<file path="config.mk">
export PLATFORM = sky130hd
export DESIGN_NAME = differential_rms_window_detector_top_flat
export DESIGN_NICKNAME = d
export VERILOG_FILES = /design/src/hw/rtl/drwd_pkg.sv /design/src/hw/rtl/drwd_in_if.sv /design/src/hw/rtl/drwd_out_if.sv /design/src/hw/rtl/drwd_cfg_if.sv /design/src/hw/rtl/drwd_square.sv /design/src/hw/rtl/drwd_accum.sv /design/src/hw/rtl/drwd_decide.sv /design/src/hw/rtl/differential_rms_window_detector_top.sv /design/src/flat_wrapper.sv
export SDC_FILE = /design/constraint.sdc
export NUM_CORES = 2
export LEC_CHECK = 0
export BUFFER_PORTS_ARGS = -buffer_cell sky130_fd_sc_hd__buf_2
export CAP_MARGIN = 20
export CORE_ASPECT_RATIO = 0.5
export CORE_MARGIN = 1.5
export CORE_UTILIZATION = 40
export CTS_BUF_LIST = sky130_fd_sc_hd__clkbuf_4 sky130_fd_sc_hd__clkbuf_8
export DETAILED_ROUTE_END_ITERATION = 10
export RECOVER_POWER = 25
export SLEW_MARGIN = 0
export SYNTH_ARGS = -nofsm -noshare
export SYNTH_HDL_FRONTEND = slang
export SYNTH_HIERARCHICAL = 1
export SYNTH_SLANG_ARGS = --single-unit
</file>
<file path="constraint.sdc">
create_clock -name i_clk -period 24.2 [get_ports i_clk]
set_clock_uncertainty 0.2 [all_clocks]
set_input_delay 4.84 -clock i_clk [delete_from_list [all_inputs] [get_ports i_clk]]
set_output_delay 4.84 -clock i_clk [all_outputs]
set_load 0.02 [all_outputs]
</file>
<file path="src/hw/rtl/drwd_pkg.sv">
`timescale 1ns / 1ps
// Shared types and constants of the differential RMS window detector.
// Depends on nothing; every other file but drwd_in_if refers to it by scoped names.
package drwd_pkg;

    // Fixed field widths.
    localparam int WLOG_W     = 4;
    localparam int THR_W      = 12;
    localparam int MS_W       = 24;
    localparam int CFG_IDX_W  = 2;
    localparam int CFG_DATA_W = 12;

    // Register values after reset.
    localparam logic [WLOG_W-1:0] WLOG_RST      = 4'd9;
    localparam logic [THR_W-1:0]  BEGIN_THR_RST = 12'd4095;
    localparam logic [THR_W-1:0]  CUT_THR_RST   = 12'd2667;

    // Configuration register indexes.
    typedef enum logic [CFG_IDX_W-1:0] {
        CFG_WINDOW_LOG2 = 2'd0,
        CFG_BEGIN_THR   = 2'd1,
        CFG_CUT_THR     = 2'd2
    } t_cfg_idx;

    // Mode flags that travel with a word down the pipeline.
    typedef struct packed {
        logic arc_detected;
        logic measure_begun;
    } t_flags;

endpackage

</file>
<file path="src/hw/rtl/drwd_in_if.sv">
`timescale 1ns / 1ps
// Input channel of the detector: one word carries three ADC samples and two flags.
// Depends on nothing.
interface drwd_in_if #(
    parameter int SAMPLE_BITS = 12
);
    logic                   valid;
    logic                   ready;
    logic [SAMPLE_BITS-1:0] sample_line;
    logic [SAMPLE_BITS-1:0] sample_reference;
    logic [SAMPLE_BITS-1:0] sample_current;
    logic                   arc_detected;
    logic                   measure_begun;

    modport source (
        output valid, sample_line, sample_reference, sample_current,
               arc_detected, measure_begun,
        input  ready
    );
    modport sink (
        input  valid, sample_line, sample_reference, sample_current,
               arc_detected, measure_begun,
        output ready
    );
endinterface

</file>
<file path="src/hw/rtl/drwd_out_if.sv">
`timescale 1ns / 1ps
// Result channel of the detector: one word per closed window.
// Depends on drwd_pkg for the field widths.
interface drwd_out_if;
    logic                         valid;
    logic                         ready;
    logic                         begin_detected;
    logic                         open_detected;
    logic [drwd_pkg::MS_W-1:0]    voltage_mean_square;
    logic [drwd_pkg::MS_W-1:0]    current_mean_square;

    modport source (
        output valid, begin_detected, open_detected, voltage_mean_square,
               current_mean_square,
        input  ready
    );
    modport sink (
        input  valid, begin_detected, open_detected, voltage_mean_square,
               current_mean_square,
        output ready
    );
endinterface

</file>
<file path="src/hw/rtl/drwd_cfg_if.sv">
`timescale 1ns / 1ps
// Configuration write channel: register index and write data.
// Depends on drwd_pkg for the field widths.
interface drwd_cfg_if;
    logic                             valid;
    logic                             ready;
    logic [drwd_pkg::CFG_IDX_W-1:0]   index;
    logic [drwd_pkg::CFG_DATA_W-1:0]  data;

    modport source (
        output valid, index, data,
        input  ready
    );
    modport sink (
        input  valid, index, data,
        output ready
    );
endinterface

</file>
<file path="src/hw/rtl/drwd_square.sv">
`timescale 1ns / 1ps
// Input register and squaring stage: absolute differences and their squares.
// Depends on drwd_pkg and drwd_in_if.
module drwd_square #(
    parameter int SAMPLE_BITS = 12
) (
    input  logic                       i_clk,
    input  logic                       i_rst_n,
    drwd_in_if.sink                    i_in,
    output logic                       o_sq_valid,
    input  logic                       i_sq_ready,
    output logic [2*SAMPLE_BITS-1:0]   o_sq_v,
    output logic [2*SAMPLE_BITS-1:0]   o_sq_c,
    output drwd_pkg::t_flags           o_flags
);
    localparam int SQ_W = 2 * SAMPLE_BITS;

    logic                   r_v1;
    logic [SAMPLE_BITS-1:0] r_line;
    logic [SAMPLE_BITS-1:0] r_ref;
    logic [SAMPLE_BITS-1:0] r_cur;
    drwd_pkg::t_flags       r_flags1;

    logic                   r_v2;
    logic [SQ_W-1:0]        r_sq_v;
    logic [SQ_W-1:0]        r_sq_c;
    drwd_pkg::t_flags       r_flags2;

    logic                   w_adv1;
    logic                   w_adv2;
    logic [SAMPLE_BITS-1:0] w_dv;
    logic [SAMPLE_BITS-1:0] w_dc;
    logic [SQ_W-1:0]        n_sq_v;
    logic [SQ_W-1:0]        n_sq_c;

    // Each stage moves when it is empty or the next one moves.
    assign w_adv2     = !r_v2 || i_sq_ready;
    assign w_adv1     = !r_v1 || w_adv2;
    assign i_in.ready = w_adv1;

    always_comb begin
        w_dv   = (r_line >= r_ref) ? (r_line - r_ref) : (r_ref - r_line);
        w_dc   = (r_cur >= r_ref) ? (r_cur - r_ref) : (r_ref - r_cur);
        n_sq_v = SQ_W'(w_dv) * SQ_W'(w_dv);
        n_sq_c = SQ_W'(w_dc) * SQ_W'(w_dc);
    end

    always_ff @(posedge i_clk) begin
        if (!i_rst_n) begin
            r_v1 <= 1'b0;
            r_v2 <= 1'b0;
        end else begin
            if (w_adv1) begin
                r_v1 <= i_in.valid;
            end
            if (w_adv2) begin
                r_v2 <= r_v1;
            end
        end
    end

    always_ff @(posedge i_clk) begin
        if (w_adv1 && i_in.valid) begin
            r_line                 <= i_in.sample_line;
            r_ref                  <= i_in.sample_reference;
            r_cur                  <= i_in.sample_current;
            r_flags1.arc_detected  <= i_in.arc_detected;
            r_flags1.measure_begun <= i_in.measure_begun;
        end
        if (w_adv2 && r_v1) begin
            r_sq_v   <= n_sq_v;
            r_sq_c   <= n_sq_c;
            r_flags2 <= r_flags1;
        end
    end

    assign o_sq_valid = r_v2;
    assign o_sq_v     = r_sq_v;
    assign o_sq_c     = r_sq_c;
    assign o_flags    = r_flags2;

endmodule

</file>
<file path="src/hw/rtl/drwd_accum.sv">
`timescale 1ns / 1ps
// Window accumulator: gated square sums, sample counter and held mean squares.
// Depends on drwd_pkg.
module drwd_accum #(
    parameter int MAX_WINDOW_LOG2 = 10,
    parameter int SAMPLE_BITS     = 12
) (
    input  logic                                         i_clk,
    input  logic                                         i_rst_n,
    input  logic [drwd_pkg::WLOG_W-1:0]                  i_window_log2,
    input  logic                                         i_sq_valid,
    output logic                                         o_sq_ready,
    input  logic [2*SAMPLE_BITS-1:0]                     i_sq_v,
    input  logic [2*SAMPLE_BITS-1:0]                     i_sq_c,
    input  drwd_pkg::t_flags                             i_flags,
    output logic                                         o_close_valid,
    input  logic                                         i_close_ready,
    output logic [2*SAMPLE_BITS+MAX_WINDOW_LOG2-1:0]     o_held_v,
    output logic [2*SAMPLE_BITS+MAX_WINDOW_LOG2-1:0]     o_held_c
);
    localparam int SUM_W = 2 * SAMPLE_BITS + MAX_WINDOW_LOG2;
    localparam int CNT_W = MAX_WINDOW_LOG2;
    localparam int LG_W  = $clog2(MAX_WINDOW_LOG2 + 1);
    localparam int WL_W  = (LG_W > drwd_pkg::WLOG_W) ? LG_W : drwd_pkg::WLOG_W;

    logic [CNT_W-1:0] r_count;
    logic [SUM_W-1:0] r_sum_v;
    logic [SUM_W-1:0] r_sum_c;
    logic [SUM_W-1:0] r_held_v;
    logic [SUM_W-1:0] r_held_c;
    logic             r_en_v;
    logic             r_en_c;
    logic             r_close;

    logic             w_take;
    logic [WL_W-1:0]  w_wlog;
    logic [WL_W-1:0]  w_lg_sat;
    logic [LG_W-1:0]  w_lg;
    logic [CNT_W-1:0] w_last;
    logic             w_first;
    logic             w_close;
    logic             n_en_v;
    logic             n_en_c;
    logic [SUM_W-1:0] n_sum_v;
    logic [SUM_W-1:0] n_sum_c;

    assign o_sq_ready = !r_close || i_close_ready;
    assign w_take     = i_sq_valid && o_sq_ready;

    always_comb begin
        // Oversized window settings saturate at the largest supported window.
        w_wlog   = WL_W'(i_window_log2);
        w_lg_sat = (w_wlog > WL_W'(MAX_WINDOW_LOG2)) ? WL_W'(MAX_WINDOW_LOG2) : w_wlog;
        w_lg     = LG_W'(w_lg_sat);
        w_last   = ~({CNT_W{1'b1}} << w_lg);
        // A window also closes when it was shrunk below the current count.
        w_close  = (r_count >= w_last);
        w_first  = (r_count == '0);
        n_en_v   = w_first ? (!i_flags.measure_begun || i_flags.arc_detected) : r_en_v;
        n_en_c   = w_first ? !i_flags.arc_detected : r_en_c;
        n_sum_v  = r_sum_v + (n_en_v ? SUM_W'(i_sq_v) : '0);
        n_sum_c  = r_sum_c + (n_en_c ? SUM_W'(i_sq_c) : '0);
    end

    always_ff @(posedge i_clk) begin
        if (!i_rst_n) begin
            r_count  <= '0;
            r_sum_v  <= '0;
            r_sum_c  <= '0;
            r_held_v <= '0;
            r_held_c <= '0;
            r_en_v   <= 1'b0;
            r_en_c   <= 1'b0;
            r_close  <= 1'b0;
        end else begin
            // A new closing word sets the flag; otherwise it clears once taken.
            if (w_take && w_close) begin
                r_close <= 1'b1;
            end else if (i_close_ready) begin
                r_close <= 1'b0;
            end
            if (w_take) begin
                r_en_v <= n_en_v;
                r_en_c <= n_en_c;
                if (w_close) begin
                    if (n_en_v) begin
                        r_held_v <= n_sum_v >> w_lg;
                    end
                    if (n_en_c) begin
                        r_held_c <= n_sum_c >> w_lg;
                    end
                    r_sum_v <= '0;
                    r_sum_c <= '0;
                    r_count <= '0;
                end else begin
                    r_sum_v <= n_sum_v;
                    r_sum_c <= n_sum_c;
                    r_count <= r_count + CNT_W'(1);
                end
            end
        end
    end

    assign o_close_valid = r_close;
    assign o_held_v      = r_held_v;
    assign o_held_c      = r_held_c;

endmodule

</file>
<file path="src/hw/rtl/drwd_decide.sv">
`timescale 1ns / 1ps
// Threshold decisions and the output register of the result channel.
// Depends on drwd_pkg and drwd_out_if.
module drwd_decide #(
    parameter int SUM_W = 34
) (
    input  logic                          i_clk,
    input  logic                          i_rst_n,
    input  logic                          i_close_valid,
    output logic                          o_close_ready,
    input  logic [SUM_W-1:0]              i_held_v,
    input  logic [SUM_W-1:0]              i_held_c,
    input  logic [drwd_pkg::MS_W-1:0]     i_begin_sq,
    input  logic [drwd_pkg::MS_W-1:0]     i_cut_sq,
    drwd_out_if.source                    o_out
);
    localparam int CMP_W = (SUM_W > drwd_pkg::MS_W) ? SUM_W : drwd_pkg::MS_W;

    logic                      r_valid;
    logic                      r_begin;
    logic                      r_open;
    logic [drwd_pkg::MS_W-1:0] r_vms;
    logic [drwd_pkg::MS_W-1:0] r_cms;

    logic [CMP_W-1:0]          w_v;
    logic [CMP_W-1:0]          w_c;
    logic                      w_load;

    assign o_close_ready = !r_valid || o_out.ready;
    assign w_load        = i_close_valid && o_close_ready;
    assign w_v           = CMP_W'(i_held_v);
    assign w_c           = CMP_W'(i_held_c);

    always_ff @(posedge i_clk) begin
        if (!i_rst_n) begin
            r_valid <= 1'b0;
        end else if (o_close_ready) begin
            r_valid <= i_close_valid;
        end
    end

    // Decisions use the full mean square; the fields carry its low bits.
    always_ff @(posedge i_clk) begin
        if (w_load) begin
            r_begin <= (w_v > CMP_W'(i_begin_sq));
            r_open  <= (w_v < CMP_W'(i_cut_sq));
            r_vms   <= w_v[drwd_pkg::MS_W-1:0];
            r_cms   <= w_c[drwd_pkg::MS_W-1:0];
        end
    end

    assign o_out.valid               = r_valid;
    assign o_out.begin_detected      = r_begin;
    assign o_out.open_detected       = r_open;
    assign o_out.voltage_mean_square = r_vms;
    assign o_out.current_mean_square = r_cms;

endmodule

</file>
<file path="src/hw/rtl/differential_rms_window_detector_top.sv">
`timescale 1ns / 1ps
// Top level of the differential RMS window detector: configuration registers and stages.
// Depends on drwd_pkg, the three channel interfaces, drwd_square, drwd_accum, drwd_decide.

// The detector takes one word per clock cycle unless stalled, each holding a line, a
// reference and a current ADC sample plus the arc and measure flags. It squares the
// line-minus-reference and current-minus-reference differences and sums them over a
// window of 2^window_log2 words (window_log2 saturates at MAX_WINDOW_LOG2). The word that
// closes a window yields one result word: the two mean squares (sums shifted right,
// truncating) and the begin and open decisions, which compare the voltage mean square
// against the squared thresholds. The flags of the first word of a window gate the
// channels for the whole window; a gated channel reports the mean square of its last
// enabled window. The sustained rate is one input word per cycle unless stalled, set by
// the single accumulate-and-count step of the window adder. After the closing word is
// accepted, its result passes the input register, squaring multiplier, accumulator and
// output register. Words keep flowing while a result waits on the output, until the
// next closing word reaches the accumulator. Configuration writes are always ready; the
// window size takes effect on the following cycle, the squared thresholds after their
// squaring register. They are meant to be made while no word is in flight.
module differential_rms_window_detector_top #(
    parameter int MAX_WINDOW_LOG2 = 10,
    parameter int SAMPLE_BITS     = 12
) (
    input  logic                   i_clk,
    input  logic                   i_rst_n,
    drwd_cfg_if.sink               i_cfg,
    drwd_in_if.sink                i_in,
    drwd_out_if.source             o_out
);
    localparam int SQ_W  = 2 * SAMPLE_BITS;
    localparam int SUM_W = SQ_W + MAX_WINDOW_LOG2;

    // Configuration registers.
    logic [drwd_pkg::WLOG_W-1:0] r_window_log2;
    logic [drwd_pkg::THR_W-1:0]  r_begin_thr;
    logic [drwd_pkg::THR_W-1:0]  r_cut_thr;

    // Squared thresholds, recomputed every cycle so the compare path holds no multiplier.
    logic [drwd_pkg::MS_W-1:0]   r_begin_sq;
    logic [drwd_pkg::MS_W-1:0]   r_cut_sq;

    logic                        w_sq_valid;
    logic                        w_sq_ready;
    logic [SQ_W-1:0]             w_sq_v;
    logic [SQ_W-1:0]             w_sq_c;
    drwd_pkg::t_flags            w_flags;
    logic                        w_close_valid;
    logic                        w_close_ready;
    logic [SUM_W-1:0]            w_held_v;
    logic [SUM_W-1:0]            w_held_c;

    assign i_cfg.ready = 1'b1;

    // A write to an index beyond the register list is accepted and dropped.
    always_ff @(posedge i_clk) begin
        if (!i_rst_n) begin
            r_window_log2 <= drwd_pkg::WLOG_RST;
            r_begin_thr   <= drwd_pkg::BEGIN_THR_RST;
            r_cut_thr     <= drwd_pkg::CUT_THR_RST;
        end else if (i_cfg.valid) begin
            case (i_cfg.index)
                drwd_pkg::CFG_WINDOW_LOG2: begin
                    r_window_log2 <= i_cfg.data[drwd_pkg::WLOG_W-1:0];
                end
                drwd_pkg::CFG_BEGIN_THR: begin
                    r_begin_thr <= i_cfg.data[drwd_pkg::THR_W-1:0];
                end
                drwd_pkg::CFG_CUT_THR: begin
                    r_cut_thr <= i_cfg.data[drwd_pkg::THR_W-1:0];
                end
                default: begin
                end
            endcase
        end
    end

    always_ff @(posedge i_clk) begin
        r_begin_sq <= {{(drwd_pkg::MS_W - drwd_pkg::THR_W){1'b0}}, r_begin_thr}
                    * {{(drwd_pkg::MS_W - drwd_pkg::THR_W){1'b0}}, r_begin_thr};
        r_cut_sq   <= {{(drwd_pkg::MS_W - drwd_pkg::THR_W){1'b0}}, r_cut_thr}
                    * {{(drwd_pkg::MS_W - drwd_pkg::THR_W){1'b0}}, r_cut_thr};
    end

    drwd_square #(
        .SAMPLE_BITS (SAMPLE_BITS)
    ) u_square (
        .i_clk      (i_clk),
        .i_rst_n    (i_rst_n),
        .i_in       (i_in),
        .o_sq_valid (w_sq_valid),
        .i_sq_ready (w_sq_ready),
        .o_sq_v     (w_sq_v),
        .o_sq_c     (w_sq_c),
        .o_flags    (w_flags)
    );

    drwd_accum #(
        .MAX_WINDOW_LOG2 (MAX_WINDOW_LOG2),
        .SAMPLE_BITS     (SAMPLE_BITS)
    ) u_accum (
        .i_clk         (i_clk),
        .i_rst_n       (i_rst_n),
        .i_window_log2 (r_window_log2),
        .i_sq_valid    (w_sq_valid),
        .o_sq_ready    (w_sq_ready),
        .i_sq_v        (w_sq_v),
        .i_sq_c        (w_sq_c),
        .i_flags       (w_flags),
        .o_close_valid (w_close_valid),
        .i_close_ready (w_close_ready),
        .o_held_v      (w_held_v),
        .o_held_c      (w_held_c)
    );

    drwd_decide #(
        .SUM_W (SUM_W)
    ) u_decide (
        .i_clk         (i_clk),
        .i_rst_n       (i_rst_n),
        .i_close_valid (w_close_valid),
        .o_close_ready (w_close_ready),
        .i_held_v      (w_held_v),
        .i_held_c      (w_held_c),
        .i_begin_sq    (r_begin_sq),
        .i_cut_sq      (r_cut_sq),
        .o_out         (o_out)
    );

    // The input side can only stall when the squaring stage holds a word.
    a_in_stall_needs_full: assert property (@(posedge i_clk) disable iff (!i_rst_n)
        !i_in.ready |-> w_sq_valid)
        else $error("input stalled with an empty squaring stage");

    // A closed window that the output stage cannot take stays pending.
    a_close_held: assert property (@(posedge i_clk) disable iff (!i_rst_n)
        (w_close_valid && !w_close_ready) |=> w_close_valid)
        else $error("pending window result dropped");

    // A new result word only comes from a closed window.
    a_out_from_close: assert property (@(posedge i_clk) disable iff (!i_rst_n)
        $rose(o_out.valid) |-> $past(w_close_valid))
        else $error("result word without a closed window");

endmodule
</file>
<file path="src/flat_wrapper.sv">
// flat-port wrapper written by rule: the top's interface ports become plain ports
module differential_rms_window_detector_top_flat 
#(
    parameter int MAX_WINDOW_LOG2 = 10,
    parameter int SAMPLE_BITS     = 12
)
  (i_clk, i_rst_n, i_cfg_valid, i_cfg_index, i_cfg_data, i_cfg_ready, i_in_valid, i_in_sample_line, i_in_sample_reference, i_in_sample_current, i_in_arc_detected, i_in_measure_begun, i_in_ready, o_out_valid, o_out_begin_detected, o_out_open_detected, o_out_voltage_mean_square, o_out_current_mean_square, o_out_ready);
  drwd_cfg_if i_cfg_i ();
  drwd_in_if #(.SAMPLE_BITS(SAMPLE_BITS)) i_in_i ();
  drwd_out_if o_out_i ();
  input  logic i_clk;
  input  logic i_rst_n;
  input wire logic [$bits(i_cfg_i.valid)-1:0] i_cfg_valid;
  input wire logic [$bits(i_cfg_i.index)-1:0] i_cfg_index;
  input wire logic [$bits(i_cfg_i.data)-1:0] i_cfg_data;
  output wire logic [$bits(i_cfg_i.ready)-1:0] i_cfg_ready;
  input wire logic [$bits(i_in_i.valid)-1:0] i_in_valid;
  input wire logic [$bits(i_in_i.sample_line)-1:0] i_in_sample_line;
  input wire logic [$bits(i_in_i.sample_reference)-1:0] i_in_sample_reference;
  input wire logic [$bits(i_in_i.sample_current)-1:0] i_in_sample_current;
  input wire logic [$bits(i_in_i.arc_detected)-1:0] i_in_arc_detected;
  input wire logic [$bits(i_in_i.measure_begun)-1:0] i_in_measure_begun;
  output wire logic [$bits(i_in_i.ready)-1:0] i_in_ready;
  output wire logic [$bits(o_out_i.valid)-1:0] o_out_valid;
  output wire logic [$bits(o_out_i.begin_detected)-1:0] o_out_begin_detected;
  output wire logic [$bits(o_out_i.open_detected)-1:0] o_out_open_detected;
  output wire logic [$bits(o_out_i.voltage_mean_square)-1:0] o_out_voltage_mean_square;
  output wire logic [$bits(o_out_i.current_mean_square)-1:0] o_out_current_mean_square;
  input wire logic [$bits(o_out_i.ready)-1:0] o_out_ready;
  assign i_cfg_i.valid = i_cfg_valid;
  assign i_cfg_i.index = i_cfg_index;
  assign i_cfg_i.data = i_cfg_data;
  assign i_cfg_ready = i_cfg_i.ready;
  assign i_in_i.valid = i_in_valid;
  assign i_in_i.sample_line = i_in_sample_line;
  assign i_in_i.sample_reference = i_in_sample_reference;
  assign i_in_i.sample_current = i_in_sample_current;
  assign i_in_i.arc_detected = i_in_arc_detected;
  assign i_in_i.measure_begun = i_in_measure_begun;
  assign i_in_ready = i_in_i.ready;
  assign o_out_valid = o_out_i.valid;
  assign o_out_begin_detected = o_out_i.begin_detected;
  assign o_out_open_detected = o_out_i.open_detected;
  assign o_out_voltage_mean_square = o_out_i.voltage_mean_square;
  assign o_out_current_mean_square = o_out_i.current_mean_square;
  assign o_out_i.ready = o_out_ready;
  differential_rms_window_detector_top #(.MAX_WINDOW_LOG2(MAX_WINDOW_LOG2), .SAMPLE_BITS(SAMPLE_BITS)) u_core (.i_clk(i_clk), .i_rst_n(i_rst_n), .i_cfg(i_cfg_i), .i_in(i_in_i), .o_out(o_out_i));
endmodule
</file>
==> metrics.cfg <==
[drt]
postRouteWirelength_um=102000
vias_per_cell=5.41
dr.pass1.iters=8
initialDrtViolationCount=2333
vias=30800
avgRoutedWirePerCell_um=17.9
antenna_left=0
drc_errors=0

[worst_setup_path]
worstRegToRegCells=26
worstPathRequired_ns=19.16
start_kind=input pin
path_max_fanout=4
r2r_start=u_core/u_square/r_ref[5]
cp.arrival_ns=5.95
critical_path_class=input pin to primary output
r2r_setup_slack_ns=15.16
endpoint_kind=primary output
timing.rr.end=u_core/u_square/o_sq_v[23]

[placement]
port_buffers=108
dp_hpwl_um=78900
gp_congestion=0.913

[grt]
grt_use_total_pct=21.1
grt_max_degree=67
antenna_found_initial=2
grt_first_pass_wirelength_um=165000
gr-total-overflow=0
first_global_vias=30700

[sta]
fin_crit_ns=10.99
worst_pin_slew_ns=2.91
rsz0062_at_grt=false
finalHoldViolations=0
report.final.slew_viol_count=67
finalSetupTns_ns=0
max-slew-margin-rel_pct=-93.7
setup_viol=0
timing.fmax_mhz=91.0
min_period_over_period_pct=45.4

[clocking]
clock-sinks=352
cts-root-buf=clkbuf_8
cts_setup_buffers=0
clockBufferDepth=3
ctsResizeCount=0
cts_buffers=55
cts_hold_buffers=0
clk_pin_slew_worst_paths_ns=0.06
cts_tree=yes
htree_num_levels=2
clk_latency_ns=0.70

[synthesis]
synth.avg_cell_area_um2=8.62
syn_area_um2=37900
ys_warn_count=6
postSynthCellCount=4398

[min_path]
whs_path_depth=0
min_path_type=register to register
min-delay-start=u_core/u_square/r_flags1[1]
hold_end=u_core/u_square/o_flags[1]

[layout]
drive_gt1_share_pct=8.08
final_nets=5148
insertedDiodeCount=0
area_growth_pct=6.91
fillerInstances=9324

[status]
violations=max-capacitance violations, max-slew violations
status=finished, violations left

[floorplanning]
start_util_pct=40.6
rows=79
die_w_um=438
die_h_um=221
core-area_um2=93400
pin_count=110
die-area_um2=96800

[run]
cap_viol_max_count=2

routing by layer:
layer | routed length (um) | track usage (%) | share of wire, % | vias up
met5 | 14 | 0 | 0.014 | -
met4 | 2160 | 5.44 | 2.1 | 2
li1 | - | - | - | 14800
met1 | 48100 | 29.3 | 47 | 15000
met2 | 46300 | 34.7 | 46 | 830
met3 | 4990 | 2.73 | 4.9 | 132
per-stage QoR:
| step | setup slack [ns] | util, % | hold slack (ns) | std cells | cell area (um2) |
|---|---|---|---|---|---|
| final | 13.21 | 43.4 | 0.226 | 5687 | 40600 |
| after floorplan | 13.61 | - | 0.162 | 4400 | 37900 |
| after CTS | 13.23 | 43.5 | 0.232 | 5685 | 40600 |
| after global placement | 13.23 | 42.1 | 0.217 | 5582 | 39300 |
| after global routing | 13.15 | 43.4 | 0.237 | 5687 | 40600 |
| after detailed placement | 13.23 | 42.1 | 0.216 | 5582 | 39300 |
cell type report:
class | count | area (um2) | share of cell area (%)
multi-input cells | 3200 | 26100 | 64.5
clock inverters | 26 | 288 | 0.710
inverters | 634 | 2380 | 5.87
well taps | 1255 | 1570 | 3.87
repair buffers | 143 | 790 | 1.95
clock buffers | 77 | 972 | 2.40
flip-flops and latches | 352 | 8410 | 20.7
sequential cells by signal (all words and copies together) (netlist names), 24 cells and up:
register,count
u_core/u_accum/o_held_c,24
u_core/u_accum/o_held_v,34
u_core/u_accum/r_sum_c,34
u_core/u_accum/r_sum_v,34
u_core/u_decide/o_out.current_mean_square,24
u_core/u_decide/o_out.voltage_mean_square,24
layout by cell type, fill, tap and decap left out, drive strengths merged, types with 74 or more instances in the layout:
| cell | count |
|---|---|
| buf | 136 |
| nor2 | 342 |
| clkbuf | 84 |
| o21ai | 159 |
| dfxtp | 216 |
| xnor2 | 109 |
| nor3 | 74 |
| ha | 379 |
| a21oi | 289 |
| fa | 326 |
| inv | 632 |
| edfxtp | 136 |
| nand2 | 403 |
| nand3 | 108 |
| and2 | 133 |
critical path, stage by stage:
cell and delay (ns):
buf_2 0.09, nand2b_1 0.15, nand2b_1 0.21, nor2b_1 0.36, nand2_1 0.13, buf_2 0.18
worst max-delay path by stage:
stage                 endpoint  cells past startpoint  slack, ns        start
floorplan           i_in_ready                      4      13.61  o_out_ready
global placement    i_in_ready                      6      13.23  o_out_ready
detailed placement  i_in_ready                      6      13.23  o_out_ready
CTS                 i_in_ready                      6      13.23  o_out_ready
global route        i_in_ready                      6      13.15  o_out_ready
finish              i_in_ready                      6      13.21  o_out_ready
Power is left out: the tool's default activity adds up to more than one toggle a clock period on the data nets, which glitch-free logic cannot reach.
